File: src/hdl/hsfd_pkg.sv
`timescale 1ns / 1ps

package hsfd_pkg;

   // Byte position within the six-byte measurement frame
   typedef logic [2:0] hsfd_pos_type;

   localparam hsfd_pos_type POS_T_MSB = 3'd0;
   localparam hsfd_pos_type POS_T_LSB = 3'd1;
   localparam hsfd_pos_type POS_T_CRC = 3'd2;
   localparam hsfd_pos_type POS_H_MSB = 3'd3;
   localparam hsfd_pos_type POS_H_LSB = 3'd4;
   localparam hsfd_pos_type POS_H_CRC = 3'd5;

   // CRC-8, polynomial x^8 + x^5 + x^4 + 1, no reflection, no final xor
   localparam logic [7:0] CRC_POLY = 8'h31;
   localparam logic [7:0] CRC_INIT = 8'hFF;

   // Conversion spans and offsets, in hundredths
   localparam logic [14:0] TEMP_SPAN   = 15'd17500;
   localparam logic [13:0] HUM_SPAN    = 14'd12500;
   localparam logic [15:0] TEMP_OFFSET = 16'd4500;
   localparam logic [14:0] HUM_OFFSET  = 15'd600;
   localparam logic [14:0] HUM_MAX     = 15'd10000;

   // Check status codes
   localparam logic [1:0] STATUS_OK = 2'd0;

   // One byte through the CRC register, MSB first
   function automatic logic [7:0] crc8_update(input logic [7:0] crc, input logic [7:0] data);
      logic [7:0] c;
      c = crc ^ data;
      for (int i = 0; i < 8; i++) begin
         if (c[7]) begin
            c = {c[6:0], 1'b0} ^ CRC_POLY;
         end else begin
            c = {c[6:0], 1'b0};
         end
      end
      return c;
   endfunction

   // floor(x / 65535) for x below 2^31: (x + (x >> 16) + 1) >> 16
   function automatic logic [14:0] div_65535(input logic [30:0] x);
      logic [31:0] s;
      s = {1'b0, x} + {17'd0, x[30:16]} + 32'd1;
      return s[30:16];
   endfunction

endpackage

File: src/hdl/hsfd_if.sv
`timescale 1ns / 1ps

// Request channel: one frame byte per request
interface hsfd_req_if;
   logic       valid;
   logic       ready;
   logic [7:0] rx_byte;
   logic       frame_start;

   modport source (output valid, output rx_byte, output frame_start, input ready);
   modport sink   (input valid, input rx_byte, input frame_start, output ready);
endinterface

// Response channel: one converted measurement per frame
interface hsfd_rsp_if;
   logic               valid;
   logic               ready;
   logic signed [14:0] temperature_centi;
   logic        [13:0] humidity_centi;
   logic               frame_ok;
   logic        [1:0]  check_status;

   modport source (output valid, output temperature_centi, output humidity_centi,
                   output frame_ok, output check_status, input ready);
   modport sink   (input valid, input temperature_centi, input humidity_centi,
                   input frame_ok, input check_status, output ready);
endinterface

File: src/hdl/humidity_sensor_frame_decoder.sv
`timescale 1ns / 1ps

// Channel    Direction  Payload                                          Role
// req_chan   in         rx_byte[7:0], frame_start                        frame bytes
// rsp_chan   out        temperature_centi[14:0] s, humidity_centi[13:0], measurement
//                       frame_ok, check_status[1:0]
//
// One request is taken every cycle while the response is not stalled; the sixth
// byte of a frame yields a response through the product register, then the output register.
// The CRC update and the byte position advance complete in the accepting cycle.
// Synchronous reset clears position, CRC, raw words and all valid flags.
// A stalled response holds the whole pipe and deasserts req_chan.ready.

module humidity_sensor_frame_decoder (
   input  logic        clock,
   input  logic        reset,
   hsfd_req_if.sink    req_chan,
   hsfd_rsp_if.source  rsp_chan
);
   import hsfd_pkg::*;

   // Frame state
   hsfd_pos_type pos_ff, pos_in;
   logic [7:0]   crc_ff, crc_in;
   logic [15:0]  temp_raw_ff, temp_raw_in;
   logic [15:0]  hum_raw_ff, hum_raw_in;
   logic         temp_bad_ff, temp_bad_in;

   // Product stage
   logic         prod_valid_ff, prod_valid_in;
   logic [30:0]  temp_prod_ff, temp_prod_in;
   logic [29:0]  hum_prod_ff, hum_prod_in;
   logic [1:0]   prod_status_ff, prod_status_in;

   // Output register
   logic         out_valid_ff;
   logic [14:0]  out_temp_ff, out_temp_in;
   logic [13:0]  out_hum_ff, out_hum_in;
   logic [1:0]   out_status_ff;

   logic         advance;
   logic         accept;
   hsfd_pos_type pos;
   logic         last_byte;
   logic [14:0]  temp_q;
   logic [14:0]  hum_q;
   logic [15:0]  temp_signed;
   logic [14:0]  hum_diff;

   // Whole pipe moves unless the response is stalled
   assign advance        = !out_valid_ff || rsp_chan.ready;
   assign req_chan.ready = advance;
   assign accept         = req_chan.valid && advance;

   // Byte position, CRC and raw word capture
   always_comb begin
      pos         = req_chan.frame_start ? POS_T_MSB : pos_ff;
      if (pos inside {3'd6, 3'd7}) begin
         pos = POS_T_MSB;
      end
      crc_in      = crc_ff;
      temp_raw_in = temp_raw_ff;
      hum_raw_in  = hum_raw_ff;
      temp_bad_in = temp_bad_ff;
      last_byte   = 1'b0;
      case (pos)
         POS_T_MSB: begin
            crc_in      = crc8_update(CRC_INIT, req_chan.rx_byte);
            temp_raw_in = {req_chan.rx_byte, 8'h00};
         end
         POS_T_LSB: begin
            crc_in      = crc8_update(crc_ff, req_chan.rx_byte);
            temp_raw_in = {temp_raw_ff[15:8], req_chan.rx_byte};
         end
         POS_T_CRC: begin
            temp_bad_in = (crc_ff != req_chan.rx_byte);
            crc_in      = CRC_INIT;
         end
         POS_H_MSB: begin
            crc_in     = crc8_update(CRC_INIT, req_chan.rx_byte);
            hum_raw_in = {req_chan.rx_byte, 8'h00};
         end
         POS_H_LSB: begin
            crc_in     = crc8_update(crc_ff, req_chan.rx_byte);
            hum_raw_in = {hum_raw_ff[15:8], req_chan.rx_byte};
         end
         POS_H_CRC: begin
            crc_in    = CRC_INIT;
            last_byte = 1'b1;
         end
         default: begin
            crc_in = CRC_INIT;
         end
      endcase
      pos_in = last_byte ? POS_T_MSB : pos + 3'd1;
   end

   // Scaling products and CRC status, launched on the last byte
   always_comb begin
      prod_valid_in  = accept && last_byte;
      temp_prod_in   = 31'(TEMP_SPAN) * 31'(temp_raw_ff);
      hum_prod_in    = 30'(HUM_SPAN) * 30'(hum_raw_ff);
      prod_status_in = {(crc_ff != req_chan.rx_byte), temp_bad_ff};
   end

   // Division by 65535, offsets and humidity clamp
   always_comb begin
      temp_q      = div_65535(temp_prod_ff);
      hum_q       = div_65535({1'b0, hum_prod_ff});
      temp_signed = {1'b0, temp_q} - TEMP_OFFSET;
      out_temp_in = temp_signed[14:0];
      hum_diff    = hum_q - HUM_OFFSET;
      if (hum_q < HUM_OFFSET) begin
         out_hum_in = 14'd0;
      end else if (hum_diff > HUM_MAX) begin
         out_hum_in = HUM_MAX[13:0];
      end else begin
         out_hum_in = hum_diff[13:0];
      end
   end

   // Control registers
   always_ff @(posedge clock) begin
      if (reset) begin
         pos_ff        <= POS_T_MSB;
         crc_ff        <= CRC_INIT;
         temp_raw_ff   <= 16'd0;
         hum_raw_ff    <= 16'd0;
         temp_bad_ff   <= 1'b0;
         prod_valid_ff <= 1'b0;
         out_valid_ff  <= 1'b0;
      end else begin
         if (accept) begin
            pos_ff      <= pos_in;
            crc_ff      <= crc_in;
            temp_raw_ff <= temp_raw_in;
            hum_raw_ff  <= hum_raw_in;
            temp_bad_ff <= temp_bad_in;
         end
         if (advance) begin
            prod_valid_ff <= prod_valid_in;
            out_valid_ff  <= prod_valid_ff;
         end
      end
   end

   // Payload registers
   always_ff @(posedge clock) begin
      if (advance) begin
         temp_prod_ff   <= temp_prod_in;
         hum_prod_ff    <= hum_prod_in;
         prod_status_ff <= prod_status_in;
         out_temp_ff    <= out_temp_in;
         out_hum_ff     <= out_hum_in;
         out_status_ff  <= prod_status_ff;
      end
   end

   assign rsp_chan.valid             = out_valid_ff;
   assign rsp_chan.temperature_centi = signed'(out_temp_ff);
   assign rsp_chan.humidity_centi    = out_hum_ff;
   assign rsp_chan.check_status      = out_status_ff;
   assign rsp_chan.frame_ok          = (out_status_ff == STATUS_OK);

endmodule

File: src/flat_wrapper.sv
// flat-port wrapper written by rule: the top's interface ports become plain ports
module humidity_sensor_frame_decoder_flat import hsfd_pkg::*;
  (clock, reset, req_chan_valid, req_chan_rx_byte, req_chan_frame_start, req_chan_ready, rsp_chan_valid, rsp_chan_temperature_centi, rsp_chan_humidity_centi, rsp_chan_frame_ok, rsp_chan_check_status, rsp_chan_ready);
  hsfd_req_if req_chan_i ();
  hsfd_rsp_if rsp_chan_i ();
  input  logic clock;
  input  logic reset;
  input wire logic [$bits(req_chan_i.valid)-1:0] req_chan_valid;
  input wire logic [$bits(req_chan_i.rx_byte)-1:0] req_chan_rx_byte;
  input wire logic [$bits(req_chan_i.frame_start)-1:0] req_chan_frame_start;
  output wire logic [$bits(req_chan_i.ready)-1:0] req_chan_ready;
  output wire logic [$bits(rsp_chan_i.valid)-1:0] rsp_chan_valid;
  output wire logic [$bits(rsp_chan_i.temperature_centi)-1:0] rsp_chan_temperature_centi;
  output wire logic [$bits(rsp_chan_i.humidity_centi)-1:0] rsp_chan_humidity_centi;
  output wire logic [$bits(rsp_chan_i.frame_ok)-1:0] rsp_chan_frame_ok;
  output wire logic [$bits(rsp_chan_i.check_status)-1:0] rsp_chan_check_status;
  input wire logic [$bits(rsp_chan_i.ready)-1:0] rsp_chan_ready;
  assign req_chan_i.valid = req_chan_valid;
  assign req_chan_i.rx_byte = req_chan_rx_byte;
  assign req_chan_i.frame_start = req_chan_frame_start;
  assign req_chan_ready = req_chan_i.ready;
  assign rsp_chan_valid = rsp_chan_i.valid;
  assign rsp_chan_temperature_centi = rsp_chan_i.temperature_centi;
  assign rsp_chan_humidity_centi = rsp_chan_i.humidity_centi;
  assign rsp_chan_frame_ok = rsp_chan_i.frame_ok;
  assign rsp_chan_check_status = rsp_chan_i.check_status;
  assign rsp_chan_i.ready = rsp_chan_ready;
  humidity_sensor_frame_decoder u_core (.clock(clock), .reset(reset), .req_chan(req_chan_i), .rsp_chan(rsp_chan_i));
endmodule
File: config.mk
export PLATFORM = sky130hd
export DESIGN_NAME = humidity_sensor_frame_decoder_flat
export DESIGN_NICKNAME = d
export VERILOG_FILES = /design/src/hdl/hsfd_pkg.sv /design/src/hdl/hsfd_if.sv /design/src/hdl/humidity_sensor_frame_decoder.sv /design/src/flat_wrapper.sv
export SDC_FILE = /design/constraint.sdc
export NUM_CORES = 1
export LEC_CHECK = 0
export ABC_AREA = 1
export ABC_CLOCK_PERIOD_IN_PS = 5450
export BUFFER_PORTS_ARGS = -buffer_cell sky130_fd_sc_hd__buf_2
export CAP_MARGIN = 0
export CELL_PAD_IN_SITES_DETAIL_PLACEMENT = 1
export CELL_PAD_IN_SITES_GLOBAL_PLACEMENT = 1
export CORE_ASPECT_RATIO = 0.6
export CORE_MARGIN = 2
export CORE_UTILIZATION = 45
export DETAILED_ROUTE_END_ITERATION = 10
export PLACE_DENSITY = 0.72
export SYNTH_ARGS = -nofsm -noshare
export SYNTH_HDL_FRONTEND = slang
export SYNTH_SLANG_ARGS = --single-unit
File: constraint.sdc
create_clock -name clock -period 5.45 [get_ports clock]
set_input_delay 0.545 -clock clock [delete_from_list [all_inputs] [get_ports clock]]
set_output_delay 0.545 -clock clock [all_outputs]
set_load 0.005 [all_outputs]
==> results_dict.tcl, run 1 <==
set metrics [dict create \
    area_growth_pct 9.89 \
    clockBufferDepth 2 \
    setup.worst_path.end "u_core.temp_prod_ff[29]" \
    yosysSeqAreaShare 0.252 \
    nFillCells 3814 \
    rsz0062_at_grt "no" \
    synth_area_leaders "ha_1 20%, edfxtp_1 19%, fa_1 12%" \
    antenna_found_initial 0 \
    met2WireLength_mm 16.2 \
    grt_pass1_wl_mm 67.1 \
    synth_ff_type "edfxtp_1" \
    fin_crit_ps 5070 \
    gp_routability_congestion 0.924 \
    drtPass1Iterations 5 \
    drive_above_1_share 0.0729 \
    end_kind "register" \
    critical_path.max_fanout 7 \
    clock_skew_ps 16.1 \
    yosysMostFrequentCell "inv_1" \
    io_pins 47 \
    ys_ff_latch 136 \
    cts_tree "yes" \
    synth_edf_count 90 \
    cp-startpoint "u_core.temp_raw_ff[8]" \
    synthesis.nets 2096 \
    worstSetupPathType "reg2reg" \
    layout.nets 2154 \
    drv_cap 0 \
    worstReg2RegEnd "u_core.temp_prod_ff[29]" \
    synth_cells 1767 \
    antenna_left 0 \
    grt_pass1_vias 12300 \
    slew_headroom 0.286 \
    hold_class "in2reg" \
    synth_top_cell_by_area "ha_1" \
    grtUsageTotal 0.256 \
    ys_top_cells_by_count "379 x inv_1, 345 x nand2_1, 227 x ha_1" \
    dp.cells 2222 \
    hpwlAfterDp_mm 34.6 \
    clock_latency_ps 460 \
    htreeDepth 4 \
    synth_area_um2 14400 \
    root_buffer "clkbuf_16" \
    port-buffer-count 46 \
    die_area_um2 33500 \
    numCtsBuffers 17 \
    rows 50 \
    core_um2 31300 \
    drc 0 \
    cts.reportedPaths.clkPinSlew_ps 70 \
    synthArstFlopShare 0 \
    fin_crit_sh 0.930 \
    register_area_um2 3620 \
    initial_core_util 0.459 \
    grt_start_max_net_pins 64 \
    top_layer "met4" \
    post-cts-setup-buffers 0 \
    die_h_um 142 \
    r2r_setup_slack_ps 380 \
    setup-violations-final 0 \
    cts.sink_count 136 \
    avgViaCountPerCell 5.22 \
    die_w_um 235 \
    n_antenna_cell 0 \
    synth_top_area_frac 0.197 \
    crit_arrival_ps 5270 \
    status "finished clean" \
    peakVddDrop_mv 0.252 \
    yosys_warnings 0 \
    tightest_slew_ps 1070 \
    wire_per_inst_um 18.2 \
    fin_cells 2254 \
    p_leak_uw 0.00867 \
    postCtsHoldBufs 0 \
    fmax_ghz 0.197 \
    powerDensity_nw_per_um2 253 \
    tns_ps 0 \
    wl_met3_mm 2.29 \
    avgSynthCellArea_um2 8.14 \
    vias 11800 \
    ys_types 51 \
    grt.overflow.total 0 \
    wirelength_mm 41.1 \
    finalMaxSlewViolations 0 \
    crit_path_start_kind "register" \
    hold_viol 0 \
    crit_required_ps 5650 \
    multi_input_area_um2 9250 \
    r2r-start "u_core.temp_raw_ff[8]" \
    worstRegToRegCells 21 \
    wl_met1_mm 22.3 \
    drt_iter0_markers 667 \
]
state kept, by name, indices dropped and copies added, names as in the netlist:
name,count
u_core.crc_ff,8
u_core.temp_bad_ff,1
u_core.temp_prod_ff,29
u_core.rsp_chan.valid,1
u_core.rsp_chan.check_status,2
u_core.pos_ff,3
u_core.temp_raw_ff,16
u_core.hum_raw_ff,16
u_core.rsp_chan.temperature_centi,15
u_core.rsp_chan.humidity_centi,14
u_core.prod_valid_ff,1
u_core.prod_status_ff,2
u_core.hum_prod_ff,28
critical path, cell delays in order, from the launching register on:
cell and delay [ps]:
dfxtp_1 410, ha_1 330, inv_1 50, fa_1 540
inv_1 50, ha_1 300, fa_1 500, inv_1 60
fa_1 530, inv_1 40, ha_1 380, nand2_1 100
nor2_1 140, a21oi_1 120, o21ai_0 320, nand2_1 90
nand2_1 120, a21oi_1 110, o21ai_0 340, nand2_1 100
nand2_1 90, xor2_1 70
per-layer routing:
metal / up-vias / track usage
met5: - / 0
met4: 0 / 0.0380
met3: 28 / 0.0531
met2: 248 / 0.369
met1: 5707 / 0.396
li1: 5791 / -
final cells by class:
class	count	share of cell area
multi-input cells	1229	0.585
flip-flops and latches	136	0.229
inverters	390	0.0929
well taps	416	0.0329
clock buffers	19	0.0274
repair buffers	51	0.0169
clock inverters	13	0.0153
through the flow:
| stage | instance area [um2] | setup WS [ps] | hold slack [ps] | utilization | power (uW) |
|---|---|---|---|---|---|
| 2_1_floorplan | 14400 | 958 | 400 | - | 2210 |
| 3_3_place_gp | 15100 | 443 | 405 | 0.483 | 2580 |
| 3_5_place_dp | 15100 | 312 | 406 | 0.483 | 2620 |
| 4_1_cts | 15800 | 262 | 391 | 0.504 | 4010 |
| 5_1_grt | 15800 | 58.3 | 415 | 0.504 | 4240 |
| 6_report | 15800 | 382 | 399 | 0.504 | 4000 |
worst min path at each step:
| stage | end | startpoint | cells past startpoint |
|---|---|---|---|
| global route | u_core.rsp_chan.valid | rsp_chan_ready | 4 |
| global placement | u_core.rsp_chan.check_status[0] | u_core.prod_status_ff[0] | 0 |
| detailed placement | u_core.rsp_chan.check_status[1] | u_core.prod_status_ff[1] | 0 |
| finish | u_core.prod_valid_ff | rsp_chan_ready | 4 |
| floorplan | u_core.rsp_chan.check_status[0] | u_core.prod_status_ff[0] | 0 |
| CTS | u_core.prod_valid_ff | rsp_chan_ready | 4 |
power breakdown:
part | leakage [uW] | internal (uW) | switching, uW
clock network | 0.000321 | 866 | 495
registers | 0.00142 | 1280 | 139
logic | 0.00693 | 443 | 782
what timing repair did:
item	CTS	global route
resized for setup	0	1
endpoints found under the hold margin	0	0
endpoints found under the setup margin	0	3
layout by cell type, fill, tap and decap left out, types with 7 or more instances in the layout:
cell and count:
nand4_1 16, nand2_1 345, nand2_2 10, inv_2 10, nor2_2 11, ha_1 227
dfxtp_1 46, o21ai_0 65, fa_1 89, o22ai_1 8, o211ai_1 7, inv_1 378
nand3_1 70, xor2_1 61, a21oi_1 113, xnor2_1 30, buf_2 46, clkbuf_16 17
nor3_1 15, nor2_1 97, edfxtp_1 90
kinds of logic (layout without fill, tap and decap cells):
logic type               Yosys count  in the layout  share of synthesized area
AND/OR/NAND/NOR                  596            596                      0.180
buffers and inverters            402            473                      0.105
adder cells (fa/ha/maj)          316            316                      0.321
AO/OA/AOI/OAI                    226            226                     0.0860
flip-flops                       136            136                      0.252
XOR/XNOR                          91             91                     0.0554
No activity file was read; power rests on OpenSTA's default activity.
==> inputs of run 2 (changes only) <==
Settings changed: ABC_CLOCK_PERIOD_IN_PS 5450 to 4160, CORE_UTILIZATION 45 to 44, PLACE_DENSITY 0.72 to 0.74.
Clock period 5.45 ns to 4.16 ns, I/O delays scaled along.
==> run 2 against run 1 <==
  * Clock skew is 3.6 ps lower
  * The flow now finishes with violations (design-rule violations, negative setup slack)
  * Final cell count is 7.2% higher
  * Combinational power is 91% higher
  * Maximum frequency is 6.4% higher
  * Count of clock-buffer cells in the layout is 1 lower
  * Register-to-register slack worse by 990 ps
  * Flip-flop and latch count stayed put
  * First-iteration DRC count is 59% higher
  * Power is 42% higher
  * Sequential share of layout area is 2.7 points lower
  * Via count is 13% higher
==> results_dict.tcl, run 2 (same netlist as run 1, synthesis figures left out) <==
set metrics [dict create \
    crit_required_ps 4350 \
    initial_core_util 0.445 \
    die_w_um 237 \
    numCtsBuffers 17 \
    fin_crit_sh 1.15 \
    wirelength_mm 55.3 \
    die_h_um 144 \
    nFillCells 3782 \
    place_ws_ps -425 \
    tightest_slew_ps 857 \
    grt_pass1_vias 13700 \
    hold_viol 0 \
    drt_iter0_markers 1059 \
    drv_cap 0 \
    hold_class "in2reg" \
    clock_skew_ps 12.5 \
    slew_headroom 0.429 \
    port-buffer-count 46 \
    clock_latency_ps 470 \
    register_area_um2 3690 \
    drc 2 \
    setup-violations-final 24 \
    clockBufferDepth 2 \
    htreeDepth 4 \
    status "finished with violations" \
    antenna_left 0 \
    powerDensity_nw_per_um2 312 \
    worstSetupPathType "reg2reg" \
    crit_arrival_ps 4960 \
    r2r_setup_slack_ps -600 \
    final_util 0.564 \
    drtPass1Iterations 8 \
    top_register "u_core.temp_prod_ff" \
    fin_crit_ps 4760 \
    p_leak_uw 0.00937 \
    grtUsageTotal 0.299 \
    vias 13300 \
    end_kind "register" \
    wire_per_inst_um 22.9 \
    drive_above_1_share 0.247 \
    layout.nets 2308 \
    setup_slack_ps -603 \
    multi_input_area_um2 10500 \
    finalMaxSlewViolations 0 \
    antenna_found_initial 2 \
    root_buffer "clkbuf_16" \
    core_um2 32300 \
    fmax_ghz 0.210 \
    tns_ps -7750 \
    cts.reportedPaths.clkPinSlew_ps 70 \
    hold_slack_ps 264 \
    most-common-layout-cells "341 x inv_1, 330 x nand2_1, 162 x ha_1" \
    rsz0062_at_grt "yes" \
    hpwlAfterDp_mm 36.6 \
    largest_reg_flops 29 \
    rows 51 \
    area_growth_pct 26.6 \
    die_area_um2 34200 \
    crit_path_start_kind "register" \
    fin_area_um2 18200 \
    cts_tree "yes" \
    avgViaCountPerCell 5.51 \
    largest_registers "u_core.temp_prod_ff: 29 flops, u_core.hum_prod_ff: 28 flops" \
    violations "design-rule violations, negative setup slack" \
    gp_routability_congestion 0.909 \
    peakVddDrop_mv 0.315 \
    critical_path.max_fanout 4 \
    io_pins 47 \
    grt_start_max_net_pins 66 \
    placed_cell_area_um2 16200 \
    cts.sink_count 136 \
    grt_pass1_wl_mm 77.7 \
    final_common_cell "inv_1" \
    grt.overflow.total 0 \
]
run 2: layout make-up:
cell class	instances	share of cell area
antenna	1	0.000137
clock buffer	18	0.0236
clock inverter	14	0.00632
inverter	390	0.0806
multi-input combinational	1229	0.575
sequential	136	0.203
tap	424	0.0291
timing repair buffer	205	0.0822
run 2: worst paths after layout:
check / from / end / cells past startpoint
hold / removal: req_chan_rx_byte[6] / u_core.hum_raw_ff[6] / 3
setup / recovery: u_core.temp_raw_ff[13] / u_core.temp_prod_ff[30] / 20
hold reg to reg: u_core.prod_status_ff[0] / u_core.rsp_chan.check_status[0] / 0
setup reg to reg: u_core.temp_raw_ff[13] / u_core.temp_prod_ff[30] / 20
run 2: critical path: stages (launching register included):
cell      delay, ps
dfxtp_4         380
ha_4            270
inv_2            30
fa_1            490
inv_1            40
ha_1            280
inv_2            50
fa_1            490
inv_1            70
fa_1            560
ha_4            250
nand2_4          90
buf_4           130
a21oi_4          40
a211oi_4        260
o211ai_1        190
a31oi_2         280
buf_4           180
o21ai_4          70
a21oi_2         220
o21ai_1         110
run 2: metal layers:
layer / share of wire / wire length, um / vias to the layer above / track usage
met5: 0.00024 / 13 / - / 0
met4: 0.035 / 1910 / 2 / 0.102
met3: 0.071 / 3930 / 159 / 0.0620
met2: 0.45 / 25000 / 543 / 0.472
met1: 0.44 / 24400 / 6513 / 0.411
li1: - / - / 6103 / -
run 2: report_power, final:
group          switching [uW]  internal, uW
Clock                     723           775
Combinational            1410           935
Sequential                164          1660
Total                    2300          3380
run 2: stage by stage:
step | cells | total power, uW
after global placement | 2350 | 3530
final | 2417 | 5670
after floorplan | 1767 | 2960
after CTS | 2403 | 5320
after detailed placement | 2350 | 3640
after global routing | 2416 | 5900
run 2: repair_timing:
action / in CTS / in global routing
resized for setup: 132 / 104
hold buffers: 0 / 0
setup buffers: 25 / 22
pin swaps: 72 / 76
setup endpoints to repair: 26 / 30
cloned: 0 / 0
==> inputs of run 3 (changes only) <==
Settings changed: SKIP_CTS_REPAIR_TIMING set to 1.
==> run 3 against run 2 <==
  * The flow finishes with violations (negative setup slack)
  * First-iteration DRC count is 10% lower
  * Via count is 2.3% lower
  * Register-to-register slack got worse by 70 ps
  * Sequential share of layout area rose by 0.38 points
  * Critical path type unchanged
  * Clock skew up 1.9 ps
  * Highest routed layer unchanged
==> results_dict.tcl, run 3 (same netlist as run 1, synthesis figures left out) <==
set metrics [dict create \
    sw_frac_of_total 0.394 \
    intPower_uw 3290 \
    fin_crit_ps 4830 \
    largest_registers "u_core.temp_prod_ff: 29 flops, u_core.hum_prod_ff: 28 flops" \
    port-buffer-count 46 \
    crit_required_ps 4350 \
    htreeDepth 4 \
    placed_cell_area_um2 16200 \
    critical_path.max_fanout 4 \
    clock_skew_ps 14.4 \
    grt.overflow.total 0 \
    die_area_um2 34200 \
    grtUsageTotal 0.266 \
    final_common_cell "inv_1" \
    area_growth_pct 24.2 \
    vias 13000 \
    grt_start_max_net_pins 66 \
    p_leak_uw 0.00926 \
    crit_arrival_ps 5020 \
    top_register "u_core.temp_prod_ff" \
    cts.sink_count 136 \
    path_delay_family "adder cells" \
    tightest_slew_ps 840 \
    hpwlAfterDp_mm 36.6 \
    hold_viol 0 \
    grt_pass1_vias 12900 \
    finalMaxSlewViolations 0 \
    fin_area_um2 17900 \
    avgViaCountPerCell 5.41 \
    drc 0 \
    switching_power_uw 2150 \
    final_util 0.553 \
    worst-path-buf-inv 5 \
    violations "negative setup slack" \
    drt_iter0_markers 952 \
    initial_core_util 0.445 \
    crit_path_start_kind "register" \
    tns_ps -7430 \
    rsz0062_at_grt "yes" \
    gp_routability_congestion 0.909 \
    wire_per_inst_um 21.6 \
    status "finished with violations" \
    largest_reg_flops 29 \
    nFillCells 3822 \
    clockBufferDepth 2 \
    wirelength_mm 51.9 \
    most-common-layout-cells "352 x inv_1, 332 x nand2_1, 167 x ha_1" \
    slowest_stage "fa_1" \
    max_stage_delay_ps 610 \
    n_antenna_cell 0 \
    worstSetupPathType "reg2reg" \
    io_pins 47 \
    die_w_um 237 \
    power_frac_seq 0.337 \
    core_um2 32300 \
    layout.nets 2295 \
    rows 51 \
    slew_headroom 0.440 \
    drv_cap 0 \
    crit_chain "buf_4 -> ha_1 -> inv_1 -> fa_1 -> inv_1 -> fa_1 -> fa_1 -> ha_4 -> nand2_1 -> a21oi_1 -> a211oi_2 -> o211ai_1 -> buf_4 -> a31oi_4 -> buf_4 -> o21ai_1 -> a21oi_2 -> o21ai_1" \
    powerDensity_nw_per_um2 305 \
    grt_pass1_wl_mm 70.1 \
    clock_latency_ps 460 \
    drive_above_1_share 0.223 \
    fmax_ghz 0.207 \
    p_clk_frac 0.272 \
    cts.reportedPaths.clkPinSlew_ps 70 \
    peakVddDrop_mv 0.295 \
    antenna_left 0 \
    fin_crit_sh 1.16 \
    root_buffer "clkbuf_16" \
    numCtsBuffers 17 \
    setup-violations-final 24 \
    drtPass1Iterations 5 \
    die_h_um 144 \
    antenna_found_initial 1 \
    end_kind "register" \
    cts_tree "yes" \
    setup_slack_ps -673 \
    hold_class "in2reg" \
    combPwrFrac 0.391 \
]
run 3: power groups by stage:
stage	logic, uW	registers [uW]	clock network (uW)
final	2130	1830	1480
after global routing	2320	1850	1540
after CTS	1830	1830	1480
after detailed placement	1790	1860	0
after global placement	1680	1840	0
after floorplan	1170	1790	0
run 3: metal layers:
layer  vias up  wire length (um)  GRT usage
li1       6069                 -          -
met1      6354             23500      0.396
met2       461             23300      0.409
met3       121              3510     0.0475
met4         2              1530     0.0453
met5         -                11          0
run 3: path summary, 6_finish.rpt:
kind | from | end | slack (ps) | cells after the start
worst min-delay path | req_chan_rx_byte[6] | u_core.hum_raw_ff[6] | 280 | 3
worst min register to register | u_core.prod_status_ff[0] | u_core.rsp_chan.check_status[0] | 440 | 0
worst max-delay path | u_core.temp_raw_ff[1] | u_core.temp_prod_ff[30] | -670 | 18
worst max register to register | u_core.temp_raw_ff[1] | u_core.temp_prod_ff[30] | -670 | 18
run 3: cell type report:
class	instances	area, um2	area share
sequential	136	3690	0.207
clock buffer	18	429	0.0240
inverter	390	1470	0.0822
multi-input combinational	1229	10300	0.575
tap	424	531	0.0297
timing repair buffer	192	1360	0.0760
clock inverter	14	115	0.00644
run 3: through the flow:
step           total power [uW]  hold WS (ps)  std cells  setup WS [ps]
2_1_floorplan              2960           400       1767         -0.668
3_3_place_gp               3530           406       2350           -305
3_5_place_dp               3640           425       2350           -425
4_1_cts                    5140           268       2382           -472
5_1_grt                    5700           273       2403           -765
6_report                   5440           278       2403           -673
run 3: tightest hold or removal path, stage by stage:
cell,delay (ps)
buf_2,140
nand2_1,70
a21oi_1,60
